==> src/rtl/pglm_pkg.sv <==
`default_nettype none
// ----------------------------------------------------------------------------
// pglm_pkg
// Shared types and constants for the PCM gain and stereo level meter.
// ----------------------------------------------------------------------------
package pglm_pkg;

  // Input mode codes
  localparam logic [1:0] MODE_SAMPLE = 2'd0;
  localparam logic [1:0] MODE_START  = 2'd1;
  localparam logic [1:0] MODE_END    = 2'd2;

  localparam int VOL_W = 7;
  localparam logic [VOL_W-1:0] VOL_RESET = 7'd85;
  localparam logic [VOL_W-1:0] VOL_MAX   = 7'd100;

  localparam int MAG_W  = 16;
  localparam int PROD_W = 23;   // magnitude times volume, at most 3,276,800
  localparam int SQ_W   = 31;   // square of a scaled magnitude, at most 2^30

  // floor(x / 100) = (x * RECIP_100) >> 29 for x below 2^22
  localparam int RECIP_W = 23;
  localparam logic [RECIP_W-1:0] RECIP_100 = 23'd5368710;
  localparam int RECIP_100_SH = 29;

  // floor(r * 32768 / 8000) = (r * RECIP_125) >> 20 for r below 8000
  localparam logic [RECIP_W-1:0] RECIP_125 = 23'd4294968;
  localparam int RECIP_125_SH = 20;
  localparam int ROOT_LOW_W = 13;

  localparam logic [15:0] RMS_FULL   = 16'd8000;
  localparam logic [15:0] LEVEL_FULL = 16'd32768;

  localparam int SQRT_STEPS = 16;
  localparam logic [31:0] SQRT_BIT_INIT = 32'h4000_0000;

  localparam int Q_DEPTH = 4;
  localparam int Q_AW    = $clog2(Q_DEPTH);

  typedef struct packed {
    logic [1:0]         mode;
    logic signed [15:0] sample;
    logic               last;
  } in_item_t;

  typedef struct packed {
    logic signed [15:0] left_sample;
    logic signed [15:0] right_sample;
    logic               sample_valid;
    logic [15:0]        level;
    logic               level_updated;
  } out_item_t;

  typedef enum logic [1:0] {
    OP_NOP,
    OP_CLEAR,
    OP_SAMPLE
  } op_t;

  typedef struct packed {
    op_t                op;
    logic               last;
    logic signed [15:0] smp;
    logic [SQ_W-1:0]    sq;
  } q_item_t;

  typedef enum logic [1:0] {
    BK_RUN,
    BK_WAIT,
    BK_EMIT
  } back_state_t;

  typedef enum logic [1:0] {
    RM_IDLE,
    RM_DIV,
    RM_SQRT,
    RM_SCALE
  } rms_state_t;

endpackage
`default_nettype wire

==> src/rtl/pcm_gain_stereo_level_meter.sv <==
`default_nettype none
// ----------------------------------------------------------------------------
// pcm_gain_stereo_level_meter
// Volume scaler with a stereo output and a block RMS level meter.
// ----------------------------------------------------------------------------
// Takes one word per cycle unless the queue is full. Start and end words
// clear the meter and turn streaming on or off; while streaming is on,
// sample words are scaled by volume/100 (toward zero), sent out on both
// channels, and their squares are summed per block of BLOCK_LEN samples or
// up to a word marked last. Every word gives exactly one result word. Words
// that do not close a block go through at one per cycle while the output is
// not stalled. A word that closes a block passes through the bit-serial mean
// divider, the square-root unit and the level scaling; a four-word queue
// lets the front end keep taking words meanwhile. Write the volume only
// while no word is in flight.
// ----------------------------------------------------------------------------
module pcm_gain_stereo_level_meter #(
  parameter int BLOCK_LEN = 256
) (
  input  logic                        clk,
  input  logic                        rst,
  input  logic                        src_valid,
  output logic                        src_stall,
  input  pglm_pkg::in_item_t          src_data,
  output logic                        dst_valid,
  input  logic                        dst_stall,
  output pglm_pkg::out_item_t         dst_data,
  input  logic                        cfg_valid,
  output logic                        cfg_ready,
  input  logic [pglm_pkg::VOL_W-1:0]  cfg_data
);

  logic              q_push;
  logic              q_full;
  logic              q_pop;
  logic              q_nonempty;
  pglm_pkg::q_item_t q_wdata;
  pglm_pkg::q_item_t q_head;

  pglm_front u_front (
    .clk       (clk),
    .rst       (rst),
    .cfg_valid (cfg_valid),
    .cfg_ready (cfg_ready),
    .cfg_data  (cfg_data),
    .src_valid (src_valid),
    .src_stall (src_stall),
    .src_data  (src_data),
    .push      (q_push),
    .full      (q_full),
    .push_data (q_wdata)
  );

  pglm_fifo u_fifo (
    .clk       (clk),
    .rst       (rst),
    .push      (q_push),
    .push_data (q_wdata),
    .full      (q_full),
    .pop       (q_pop),
    .nonempty  (q_nonempty),
    .head      (q_head)
  );

  pglm_back #(
    .BLOCK_LEN (BLOCK_LEN)
  ) u_back (
    .clk       (clk),
    .rst       (rst),
    .q_valid   (q_nonempty),
    .q_head    (q_head),
    .pop       (q_pop),
    .dst_valid (dst_valid),
    .dst_stall (dst_stall),
    .dst_data  (dst_data)
  );

endmodule
`default_nettype wire

==> src/rtl/pglm_fifo.sv <==
`default_nettype none
// ----------------------------------------------------------------------------
// pglm_fifo
// Short queue of classified words between the front end and the back end.
// ----------------------------------------------------------------------------
module pglm_fifo (
  input  logic               clk,
  input  logic               rst,
  input  logic               push,
  input  pglm_pkg::q_item_t  push_data,
  output logic               full,
  input  logic               pop,
  output logic               nonempty,
  output pglm_pkg::q_item_t  head
);

  pglm_pkg::q_item_t              mem [pglm_pkg::Q_DEPTH];
  logic [pglm_pkg::Q_AW-1:0]      wptr;
  logic [pglm_pkg::Q_AW-1:0]      rptr;
  logic [pglm_pkg::Q_AW:0]        fill;

  assign full     = (fill == (pglm_pkg::Q_AW + 1)'(pglm_pkg::Q_DEPTH));
  assign nonempty = (fill != '0);
  assign head     = mem[rptr];

  always_ff @(posedge clk) begin
    if (rst) begin
      wptr <= '0;
      rptr <= '0;
      fill <= '0;
    end else begin
      if (push) begin
        wptr <= wptr + 1'b1;
      end
      if (pop) begin
        rptr <= rptr + 1'b1;
      end
      case ({push, pop})
        2'b10:   fill <= fill + 1'b1;
        2'b01:   fill <= fill - 1'b1;
        default: fill <= fill;
      endcase
    end
  end

  always_ff @(posedge clk) begin
    if (push) begin
      mem[wptr] <= push_data;
    end
  end

endmodule
`default_nettype wire

==> src/rtl/pglm_front.sv <==
`default_nettype none
// ----------------------------------------------------------------------------
// pglm_front
// Accepts input words, tracks streaming, classifies each word and scales the
// sample by the volume in a three-stage pipeline feeding the queue.
// ----------------------------------------------------------------------------
module pglm_front (
  input  logic                            clk,
  input  logic                            rst,
  input  logic                            cfg_valid,
  output logic                            cfg_ready,
  input  logic [pglm_pkg::VOL_W-1:0]      cfg_data,
  input  logic                            src_valid,
  output logic                            src_stall,
  input  pglm_pkg::in_item_t              src_data,
  output logic                            push,
  input  logic                            full,
  output pglm_pkg::q_item_t               push_data
);

  logic [pglm_pkg::VOL_W-1:0]   volume;
  logic                         streaming_on;
  logic                         adv;
  logic                         accept;
  pglm_pkg::op_t                op_in;
  logic [pglm_pkg::MAG_W-1:0]   mag_in;

  logic                         v1, v2, v3;
  pglm_pkg::op_t                op1, op2, op3;
  logic                         neg1, neg2, neg3;
  logic                         last1, last2, last3;
  logic [pglm_pkg::MAG_W-1:0]   mag1;
  logic [pglm_pkg::PROD_W-1:0]  prod2;
  logic [pglm_pkg::MAG_W-1:0]   scaled3;

  logic [pglm_pkg::PROD_W+pglm_pkg::RECIP_W-1:0] recip_prod;
  logic [pglm_pkg::MAG_W-1:0]   smp_u;
  logic [2*pglm_pkg::MAG_W-1:0] sq_full;

  // advance the whole pipeline unless the last stage is blocked by a full queue
  assign adv       = !(v3 && full);
  assign src_stall = !adv;
  assign accept    = src_valid && adv;
  assign cfg_ready = 1'b1;

  always_comb begin
    op_in = pglm_pkg::OP_NOP;
    case (src_data.mode)
      pglm_pkg::MODE_SAMPLE: begin
        if (streaming_on) begin
          op_in = pglm_pkg::OP_SAMPLE;
        end
      end
      pglm_pkg::MODE_START, pglm_pkg::MODE_END: begin
        op_in = pglm_pkg::OP_CLEAR;
      end
      default: begin
        op_in = pglm_pkg::OP_NOP;
      end
    endcase
  end

  assign mag_in = src_data.sample[15] ? pglm_pkg::MAG_W'(-src_data.sample)
                                      : pglm_pkg::MAG_W'(src_data.sample);

  assign recip_prod = (pglm_pkg::PROD_W + pglm_pkg::RECIP_W)'(prod2) *
                      (pglm_pkg::PROD_W + pglm_pkg::RECIP_W)'(pglm_pkg::RECIP_100);

  assign smp_u   = neg3 ? (~scaled3 + 1'b1) : scaled3;
  assign sq_full = (2 * pglm_pkg::MAG_W)'(scaled3) * (2 * pglm_pkg::MAG_W)'(scaled3);

  assign push           = v3 && !full;
  assign push_data.op   = op3;
  assign push_data.last = last3;
  assign push_data.smp  = signed'(smp_u);
  assign push_data.sq   = sq_full[pglm_pkg::SQ_W-1:0];

  always_ff @(posedge clk) begin
    if (rst) begin
      volume       <= pglm_pkg::VOL_RESET;
      streaming_on <= 1'b0;
      v1           <= 1'b0;
      v2           <= 1'b0;
      v3           <= 1'b0;
    end else begin
      if (cfg_valid) begin
        volume <= (cfg_data > pglm_pkg::VOL_MAX) ? pglm_pkg::VOL_MAX : cfg_data;
      end
      if (accept && (src_data.mode == pglm_pkg::MODE_START ||
                     src_data.mode == pglm_pkg::MODE_END)) begin
        streaming_on <= (src_data.mode == pglm_pkg::MODE_START);
      end
      if (adv) begin
        v1 <= accept;
        v2 <= v1;
        v3 <= v2;
      end
    end
  end

  always_ff @(posedge clk) begin
    if (adv) begin
      op1     <= op_in;
      neg1    <= src_data.sample[15];
      last1   <= src_data.last;
      mag1    <= mag_in;

      op2     <= op1;
      neg2    <= neg1;
      last2   <= last1;
      prod2   <= pglm_pkg::PROD_W'(mag1) * pglm_pkg::PROD_W'(volume);

      op3     <= op2;
      neg3    <= neg2;
      last3   <= last2;
      scaled3 <= recip_prod[pglm_pkg::RECIP_100_SH +: pglm_pkg::MAG_W];
    end
  end

endmodule
`default_nettype wire

==> src/rtl/pglm_rms.sv <==
`default_nettype none
// ----------------------------------------------------------------------------
// pglm_rms
// Block level unit: restoring divide of the square sum by the sample count,
// one bit a cycle, then a bit-pair integer square root, then Q15 scaling.
// ----------------------------------------------------------------------------
module pglm_rms #(
  parameter int BLOCK_LEN = 256
) (
  input  logic                                          clk,
  input  logic                                          rst,
  input  logic                                          start,
  input  logic [pglm_pkg::SQ_W+$clog2(BLOCK_LEN)-1:0]   dividend,
  input  logic [$clog2(BLOCK_LEN+1)-1:0]                divisor,
  output logic                                          done,
  output logic [15:0]                                   level
);

  localparam int CNT_W = $clog2(BLOCK_LEN + 1);
  localparam int SUM_W = pglm_pkg::SQ_W + $clog2(BLOCK_LEN);
  localparam int ITW   = $clog2(SUM_W);

  pglm_pkg::rms_state_t state, state_next;
  logic [ITW-1:0]       step;
  logic [SUM_W-1:0]     dvd;
  logic [CNT_W-1:0]     rem;
  logic [CNT_W-1:0]     dsr;
  logic [pglm_pkg::SQ_W-1:0] num;
  logic [31:0]          res;
  logic [31:0]          bitv;

  logic [CNT_W:0]       rem_sh;
  logic [CNT_W:0]       rem_sub;
  logic                 ge;
  logic [SUM_W-1:0]     dvd_next;
  logic [CNT_W-1:0]     rem_next;
  logic [32:0]          trial;
  logic                 take;
  logic [pglm_pkg::ROOT_LOW_W+pglm_pkg::RECIP_W-1:0] lvl_prod;

  assign rem_sh   = {rem, dvd[SUM_W-1]};
  assign rem_sub  = rem_sh - {1'b0, dsr};
  assign ge       = (rem_sh >= {1'b0, dsr});
  assign rem_next = ge ? rem_sub[CNT_W-1:0] : rem_sh[CNT_W-1:0];
  assign dvd_next = {dvd[SUM_W-2:0], ge};

  assign trial = {1'b0, res} + {1'b0, bitv};
  assign take  = ({2'b00, num} >= trial);

  assign lvl_prod = (pglm_pkg::ROOT_LOW_W + pglm_pkg::RECIP_W)'(res[pglm_pkg::ROOT_LOW_W-1:0]) *
                    (pglm_pkg::ROOT_LOW_W + pglm_pkg::RECIP_W)'(pglm_pkg::RECIP_125);

  assign done  = (state == pglm_pkg::RM_SCALE);
  assign level = (res[15:0] >= pglm_pkg::RMS_FULL) ? pglm_pkg::LEVEL_FULL
                                                   : lvl_prod[pglm_pkg::RECIP_125_SH +: 16];

  always_comb begin
    state_next = state;
    case (state)
      pglm_pkg::RM_IDLE: begin
        if (start) begin
          state_next = pglm_pkg::RM_DIV;
        end
      end
      pglm_pkg::RM_DIV: begin
        if (step == '0) begin
          state_next = pglm_pkg::RM_SQRT;
        end
      end
      pglm_pkg::RM_SQRT: begin
        if (step == '0) begin
          state_next = pglm_pkg::RM_SCALE;
        end
      end
      pglm_pkg::RM_SCALE: begin
        state_next = pglm_pkg::RM_IDLE;
      end
      default: begin
        state_next = pglm_pkg::RM_IDLE;
      end
    endcase
  end

  always_ff @(posedge clk) begin
    if (rst) begin
      state <= pglm_pkg::RM_IDLE;
    end else begin
      state <= state_next;
    end
  end

  always_ff @(posedge clk) begin
    case (state)
      pglm_pkg::RM_IDLE: begin
        dvd  <= dividend;
        dsr  <= divisor;
        rem  <= '0;
        step <= ITW'(SUM_W - 1);
      end
      pglm_pkg::RM_DIV: begin
        dvd  <= dvd_next;
        rem  <= rem_next;
        step <= step - 1'b1;
        if (step == '0) begin
          // the mean never exceeds 2^30
          num  <= dvd_next[pglm_pkg::SQ_W-1:0];
          res  <= '0;
          bitv <= pglm_pkg::SQRT_BIT_INIT;
          step <= ITW'(pglm_pkg::SQRT_STEPS - 1);
        end
      end
      pglm_pkg::RM_SQRT: begin
        if (take) begin
          num <= num - trial[pglm_pkg::SQ_W-1:0];
          res <= (res >> 1) + bitv;
        end else begin
          res <= res >> 1;
        end
        bitv <= bitv >> 2;
        step <= step - 1'b1;
      end
      default: begin
        step <= step;
      end
    endcase
  end

endmodule
`default_nettype wire

==> src/rtl/pglm_back.sv <==
`default_nettype none
// ----------------------------------------------------------------------------
// pglm_back
// Executes queued words: accumulates squares, closes blocks through the
// level unit, and holds each result word in an output register.
// ----------------------------------------------------------------------------
module pglm_back #(
  parameter int BLOCK_LEN = 256
) (
  input  logic                clk,
  input  logic                rst,
  input  logic                q_valid,
  input  pglm_pkg::q_item_t   q_head,
  output logic                pop,
  output logic                dst_valid,
  input  logic                dst_stall,
  output pglm_pkg::out_item_t dst_data
);

  localparam int CNT_W = $clog2(BLOCK_LEN + 1);
  localparam int SUM_W = pglm_pkg::SQ_W + $clog2(BLOCK_LEN);

  pglm_pkg::back_state_t state, state_next;
  logic [SUM_W-1:0]      sum;
  logic [CNT_W-1:0]      count;
  logic [15:0]           level_value;
  logic signed [15:0]    pend_smp;
  logic                  out_valid;
  pglm_pkg::out_item_t   out_data;

  logic                  slot_free;
  logic [SUM_W-1:0]      sum_inc;
  logic [CNT_W-1:0]      count_inc;
  logic                  close;
  logic                  rms_start;
  logic                  rms_done;
  logic [15:0]           rms_level;
  logic                  load;
  pglm_pkg::out_item_t   load_data;

  assign slot_free = !out_valid || !dst_stall;
  assign sum_inc   = sum + SUM_W'(q_head.sq);
  assign count_inc = count + 1'b1;
  assign close     = (count_inc == CNT_W'(BLOCK_LEN)) || q_head.last;

  assign dst_valid = out_valid;
  assign dst_data  = out_data;

  pglm_rms #(
    .BLOCK_LEN (BLOCK_LEN)
  ) u_rms (
    .clk      (clk),
    .rst      (rst),
    .start    (rms_start),
    .dividend (sum_inc),
    .divisor  (count_inc),
    .done     (rms_done),
    .level    (rms_level)
  );

  always_comb begin
    state_next = state;
    pop        = 1'b0;
    rms_start  = 1'b0;
    load       = 1'b0;
    load_data  = '0;
    case (state)
      pglm_pkg::BK_RUN: begin
        if (q_valid && slot_free) begin
          pop  = 1'b1;
          load = 1'b1;
          case (q_head.op)
            pglm_pkg::OP_SAMPLE: begin
              if (close) begin
                // hold the word until the block level is ready
                rms_start  = 1'b1;
                load       = 1'b0;
                state_next = pglm_pkg::BK_WAIT;
              end else begin
                load_data.left_sample  = q_head.smp;
                load_data.right_sample = q_head.smp;
                load_data.sample_valid = 1'b1;
                load_data.level        = level_value;
              end
            end
            pglm_pkg::OP_CLEAR: begin
              load_data.level_updated = 1'b1;
            end
            default: begin
              load_data.level = level_value;
            end
          endcase
        end
      end
      pglm_pkg::BK_WAIT: begin
        if (rms_done) begin
          state_next = pglm_pkg::BK_EMIT;
        end
      end
      pglm_pkg::BK_EMIT: begin
        if (slot_free) begin
          load                    = 1'b1;
          load_data.left_sample   = pend_smp;
          load_data.right_sample  = pend_smp;
          load_data.sample_valid  = 1'b1;
          load_data.level         = level_value;
          load_data.level_updated = 1'b1;
          state_next              = pglm_pkg::BK_RUN;
        end
      end
      default: begin
        state_next = pglm_pkg::BK_RUN;
      end
    endcase
  end

  always_ff @(posedge clk) begin
    if (rst) begin
      state       <= pglm_pkg::BK_RUN;
      sum         <= '0;
      count       <= '0;
      level_value <= '0;
      out_valid   <= 1'b0;
    end else begin
      state <= state_next;
      if (load) begin
        out_valid <= 1'b1;
      end else if (!dst_stall) begin
        out_valid <= 1'b0;
      end
      if (pop) begin
        case (q_head.op)
          pglm_pkg::OP_SAMPLE: begin
            if (close) begin
              sum   <= '0;
              count <= '0;
            end else begin
              sum   <= sum_inc;
              count <= count_inc;
            end
          end
          pglm_pkg::OP_CLEAR: begin
            sum         <= '0;
            count       <= '0;
            level_value <= '0;
          end
          default: begin
            sum <= sum;
          end
        endcase
      end
      if (state == pglm_pkg::BK_WAIT && rms_done) begin
        level_value <= rms_level;
      end
    end
  end

  always_ff @(posedge clk) begin
    if (load) begin
      out_data <= load_data;
    end
    if (rms_start) begin
      pend_smp <= q_head.smp;
    end
  end

endmodule
`default_nettype wire

==> config.mk <==
export PLATFORM = sky130hd
export DESIGN_NAME = pcm_gain_stereo_level_meter
export DESIGN_NICKNAME = d
export VERILOG_FILES = /design/src/rtl/pglm_pkg.sv /design/src/rtl/pcm_gain_stereo_level_meter.sv /design/src/rtl/pglm_fifo.sv /design/src/rtl/pglm_front.sv /design/src/rtl/pglm_rms.sv /design/src/rtl/pglm_back.sv
export SDC_FILE = /design/constraint.sdc
export NUM_CORES = 2
export LEC_CHECK = 0
export ABC_CLOCK_PERIOD_IN_PS = 16820
export BUFFER_PORTS_ARGS = -buffer_cell sky130_fd_sc_hd__buf_2
export CORE_AREA = 4 4 279 281
export DETAILED_ROUTE_END_ITERATION = 10
export DIE_AREA = 0 0 283 285
export PLACE_DENSITY = 0.9
export SLEW_MARGIN = 20
export SYNTH_ARGS = -nofsm -noshare
export SYNTH_HDL_FRONTEND = slang
export SYNTH_SLANG_ARGS = --single-unit
==> constraint.sdc <==
create_clock -name clk -period 16.82 [get_ports clk]
set_clock_uncertainty 0.2 [all_clocks]
set_input_delay 1.682 -clock clk [delete_from_list [all_inputs] [get_ports clk]]
set_output_delay 1.682 -clock clk [all_outputs]
set_load 0.02 [all_outputs]
Yosys cells after proc, flatten, opt, wreduce, memory -nomap -nowiden:

Memory sizes are Yosys's and may differ from the RTL's. A register that Yosys moved wholly into a read port is not among the register bits.
Index checks and enable logic that the tools add are counted.

* memories kept: 1
* bits of input ports: 31
* bits in read-only memories: 0
* bits in writable memories: 200
* output and inout bits: 53
* bits in registers: 378
* word-level logic and storage cells: 179
* bits in latches: 0

* add/subtract/negate cells: 13
* div/mod/pow operators: 0
* bitwise operators: 1
* multiplexer cells: 61
* magnitude comparators: 4
* equal/unequal tests: 23
* $mul: 4
* shift operators: 0
* reductions and logical operators: 32

Memory list
* u_fifo.mem: depth 4, width 50, rd ports 1, clocked after memory_dff 1, write ports 1, line pglm_fifo.sv:17 `pglm_pkg::q_item_t mem [pglm_pkg::Q_DEPTH];`

Operators by type and width (number)
* 39-bit one-hot mux with 2 select lines: 2
* 32-bit one-hot mux with 2 select lines: 2
* 50-bit 2-to-1 mux: 2
* 50-bit one-hot mux with 2 select lines: 1
* 32-bit 2-to-1 mux: 3
* 16-bit 2-to-1 mux: 5
* 31-bit 2-to-1 mux: 2
* 31-bit one-hot mux with 2 select lines: 1
* 49-bit 2-to-1 mux: 1
* 23-bit by 22-bit multiplier with 44-bit output, second input constant: 1
* 39-bit by 31-bit adder with 39-bit output: 1
* 39-bit 2-to-1 mux: 1
* 9-bit one-hot mux with 2 select lines: 2
* 32-bit by 32-bit adder with 33-bit output: 1
* 31-bit by 33-bit >= comparator with 1-bit output: 1
* 13-bit by 20-bit multiplier with 33-bit output, second input constant: 1
* 33-bit 2-to-1 mux: 1
* 31-bit by 32-bit adder with 32-bit output: 1
* 16-bit one-hot mux with 2 select lines: 1
* 16-bit by 16-bit multiplier with 31-bit output: 1
* 31-bit subtractor: 1
* 16-bit by 7-bit multiplier with 23-bit output: 1
* 2-bit 2-to-1 mux: 11
* 9-bit 2-to-1 mux: 2
* 39 further kinds: 92

Logic depth before layout (Yosys ltp):

* depth after elaboration: 9
* depth in mapped cells: 27
* gate-level depth less buffers: 25

By module:

Synthesis repeated with hierarchy kept, for this count alone.

* cells, all modules: 4576
* area, all modules: 49824.0 um^2

Modules (own cells, without submodules)
* pglm_front: instances 1, cells each 2323, area each 22644.2 um^2, seq. area each 2232.1 um^2
* pglm_rms: instances 1, cells each 1287, area each 13107.6 um^2, seq. area each 4304.1 um^2
* pglm_fifo: instances 1, cells each 309, area each 7707.4 um^2, seq. area each 6185.9 um^2
* pglm_back: instances 1, cells each 657, area each 6364.9 um^2, seq. area each 2842.7 um^2

Worst setup path after synthesis:

Ideal clock, no wire load.

* path kind: reg2reg
* start: register u_front.scaled3[9] in the netlist's numbering
* end: memory u_fifo.mem[0][29] in the netlist's numbering (data pin)
* stages on the path, launching flop included: 25
* arrival time: 6.322 ns
* path buffers: 2
* period minus slack after synthesis: 6.799 ns
* setup slack: 10.021 ns
* setup time: 0.277 ns
* data required time: 16.343 ns
* cells stage by stage: edfxtp_1 -> clkbuf_1 -> clkbuf_1 -> nand2_1 -> fa_1 -> inv_1 -> fa_1 -> inv_1 -> fa_1 -> inv_1 -> fa_1 -> fa_1 -> inv_1 -> fa_1 -> inv_1 -> ha_1 -> a21o_1 -> a21o_1 -> a21oi_1 -> o21ai_0 -> a41o_1 -> o31ai_1 -> o21ai_1 -> a221oi_1 -> xnor2_1

RTL lines
* start, declared: line pglm_front.sv:34 `logic [pglm_pkg::MAG_W-1:0] scaled3;`
* start signal, assigned: line pglm_front.sv:116 `scaled3 <= recip_prod[pglm_pkg::RECIP_100_SH +: pglm_pkg::MAG_W];`
* end, declared: line pglm_fifo.sv:17

Final worst setup path:

* start: register u_front.prod2[8] in the netlist's numbering
* end: register u_front.scaled3[15] in the netlist's numbering (data pin)

* longest elaborated chain between the ends: 1

RTL lines
* start, declared: line pglm_front.sv:33 `logic [pglm_pkg::PROD_W-1:0] prod2;`
* start signal, assigned: line pglm_front.sv:111 `prod2 <= pglm_pkg::PROD_W'(mag1) * pglm_pkg::PROD_W'(volume);`
* 23-bit by 22-bit multiplier with 44-bit output: line pglm_front.sv:66 `assign recip_prod = (pglm_pkg::PROD_W + pglm_pkg::RECIP_W)'(prod2) *`
* via u_front.recip_prod, one bit: line pglm_front.sv:36 `logic [pglm_pkg::PROD_W+pglm_pkg::RECIP_W-1:0] recip_prod;`

The timed path passes the listed nets, and every way through them passes these cells.
A chain may end at the register's enable or synchronous reset.

==> impl_results.md <==
* Outcome: finished, final reports clean
* EDFF count, synth at 451
* Drt first pass iters at 8
* Clk slew on worst S/H paths at roughly 0.070 ns
* Crit-path leading delay family: adder cells
* Critical Path Fanout Max at 8
* Placer Congestion at 0.932
* Setup_tns at 0 ns
* Ys Warns at 0
* Filler cell count in the final layout at 4,991
* Die width at between 200 and 300 microns
* First-pass GRT wire length at between 150 and 200 mm
* Post-Syn Instances at between 4,000 and 5,000
* Setup crit start kind: flip-flop
* CP dominant cell by count: fa_1
* CTS resizes at 0
* Critical path, cell by cell: ha_1 > inv_1 > fa_1 > fa_1 > inv_1 > fa_1 > fa_1 > fa_1 > inv_1 > fa_1 > inv_1 > ha_1 > a221oi_1 > o21ai_0 > a31oi_1 > o22ai_1 > o311ai_0 > a31oi_1 > a41oi_1 > a21boi_0 > nor2_1 > xnor2_1
* Largest stage delay, worst path at slightly below 1 ns
* Die Footprint at ~0.08 sq mm
* Tightest Pin Transition at between 1 and 1.5 ns
* Nets at between 5,000 and 6,000
* FF+latch count, synth at 540
* WP data required at about 17 ns
* Slew Viols, Final at 0
* Routed wire per std cell at 19.8 microns
* Post-synth top area cell: edfxtp_1
* Final worst path period need at slightly above 8 ns
* Syn Area/Cell at between 10 and 15 sq um
* Starting Density at 0.643
* Root Driver: clkbuf_16
* Hold WC Path Type: flip-flop to flip-flop
* Max Root-Sink Buffers at 3
* Grt ovf at 0
* Crit Path Class: flip-flop to flip-flop
* Post-DP HPWL at 81.9 mm
* Setup Buffers After CTS at 0
* Antenna viol nets, final at 0
* Layout cell share with drive strength beyond 1 at 0.0728
* Total CTS buffers at 56
* Sinks on Clock Net at 540
* Die Ht at around 290 microns
* Worst-skew pair later-pin latency at 0.65 ns
* Critical path buffers and inverters at 4
* CP max-delay cell: o311ai_0
* Via count at around 34,000
* Area of the multi-input gates at approximately 0.03 sq mm
* Fin. Hold Viols at 0
* CP Capture Type: flip-flop
* RSZ-0062 raised after global routing: false
* Hold_buf cts at 0
* Post-synth top area share at 0.279
* Core box area at 0.0754 sq mm
* Max-cap violation count at 0
* Most common cell after layout, fill and taps aside: inv_1
* Share of flip-flops with an asynchronous set or reset at 0
* Setup-failing EPs final at 0
* CTS tree: done
* Final critical-path share of the clock period at 0.484
* Synth Net Count at ~5,600
* H-tree depth at 2
* N_diodes at 0
* Vias per inst at between 6 and 7
* Antenna violations before repair at 2
* Routed WL at 110 mm
* Ports at between 80 and 90
* GRT Util Overall at 0.276
* Largest net degree at the start of global routing at 76
* Port bufs at 82
* Fmax at 123 MHz
* Synthesis-to-finish area growth at 6.90%
* Post-route DRC violation count at 0
* Initial DRC Count at 3,037
* Rows at slightly above 100
* Synth Flop Type: edfxtp_1
* Synth unique cells at 76
* Vias in the first global route at 35,600
* Worst slew margin at 0.266
* Sequential fraction of the synthesis area at 0.316
* Critical Path AT at 8.31 ns
* Synth area leaders: edfxtp_1 28%, fa_1 19%, ha_1 16%, inv_1 6.0%, dfxtp_1 3.7%
* Reg area at between 0.015 and 0.02 sq mm
* Commonest non-fill, non-tap cells in the layout: 779 x inv_1, 610 x ha_1, 471 x fa_1, 451 x edfxtp_1, 328 x nand2_1
* Post-synthesis cell area at 0.0485 sq mm
==> Yosys cell counts, drive strengths merged (55+ instances only) <==
cell	n
dfxtp	89
o21ai	144
and2	121
xnor2	156
ha	612
a21oi	156
xor2	80
nand2	328
clkbuf	101
nor2	194
fa	471
nor3	55
inv	780
edfxtp	451
a21o	90
==> area by class of cell <==
type | instances | share of cell area
multi-input cells | 3024 | 0.574
flip-flops and latches | 540 | 0.295
inverters | 783 | 0.0566
clock buffers | 76 | 0.0314
well taps | 978 | 0.0236
repair buffers | 108 | 0.0118
clock inverters | 29 | 0.00733
==> per-layer routing <==
metal,GRT usage,share of wire,wire (microns)
met5,0,0.000064,7
met4,0.0944,0.035,3880
met3,0.0446,0.069,7570
met2,0.483,0.50,55200
met1,0.352,0.39,43100
==> flip-flops by register name, indices dropped and copies added, names as in the netlist, 16 cells and up, named ones only <==
name                count
u_front.prod2          23
u_back.sum             39
u_back.u_rms.dvd       39
u_back.dst_data        34
u_fifo.mem            192
u_back.u_rms.bitv      16
u_front.mag1           16
u_back.pend_smp        16
u_back.u_rms.num       31
u_back.u_rms.res       32
u_front.scaled3        16
u_back.level_value     16
==> cell families (layout without fill, tap and decap cells) <==
kind of cell,Yosys count,in the layout,synth area share
multiplexers,104,104,0.0348
other,1,1,0.0000772
AND/OR/NAND/NOR,924,924,0.0912
flip-flops,540,540,0.316
adder cells (fa/ha/maj),1083,1083,0.352
XOR/XNOR,236,236,0.0426
buffers and inverters,912,996,0.0719
AO/OA/AOI/OAI,676,676,0.0918
==> worst paths after layout <==
kind,start,cells after the start,slack [ns],to
max,u_front.prod2[8],22,8.69,u_front.scaled3[15]
min,u_front.op2[0],0,0.23,u_front.op3[0]
max reg2reg,u_front.prod2[8],22,8.69,u_front.scaled3[15]
min reg2reg,u_front.op2[0],0,0.23,u_front.op3[0]
==> through the flow <==
stage               std cells  worst slack, ns  hold slack [ns]   util  area (sq um)
floorplan                4476            10.02            0.200      -         48500
global placement         5432             9.37            0.206  0.661         49900
detailed placement       5432             9.03            0.213  0.661         49900
CTS                      5537             8.83            0.231  0.688         51900
global route             5538             8.52            0.237  0.688         51900
finish                   5538             8.69            0.225  0.688         51900
Power is not shown: default switching activity piles up to over one toggle a cycle in this logic, so the estimate is an artifact.
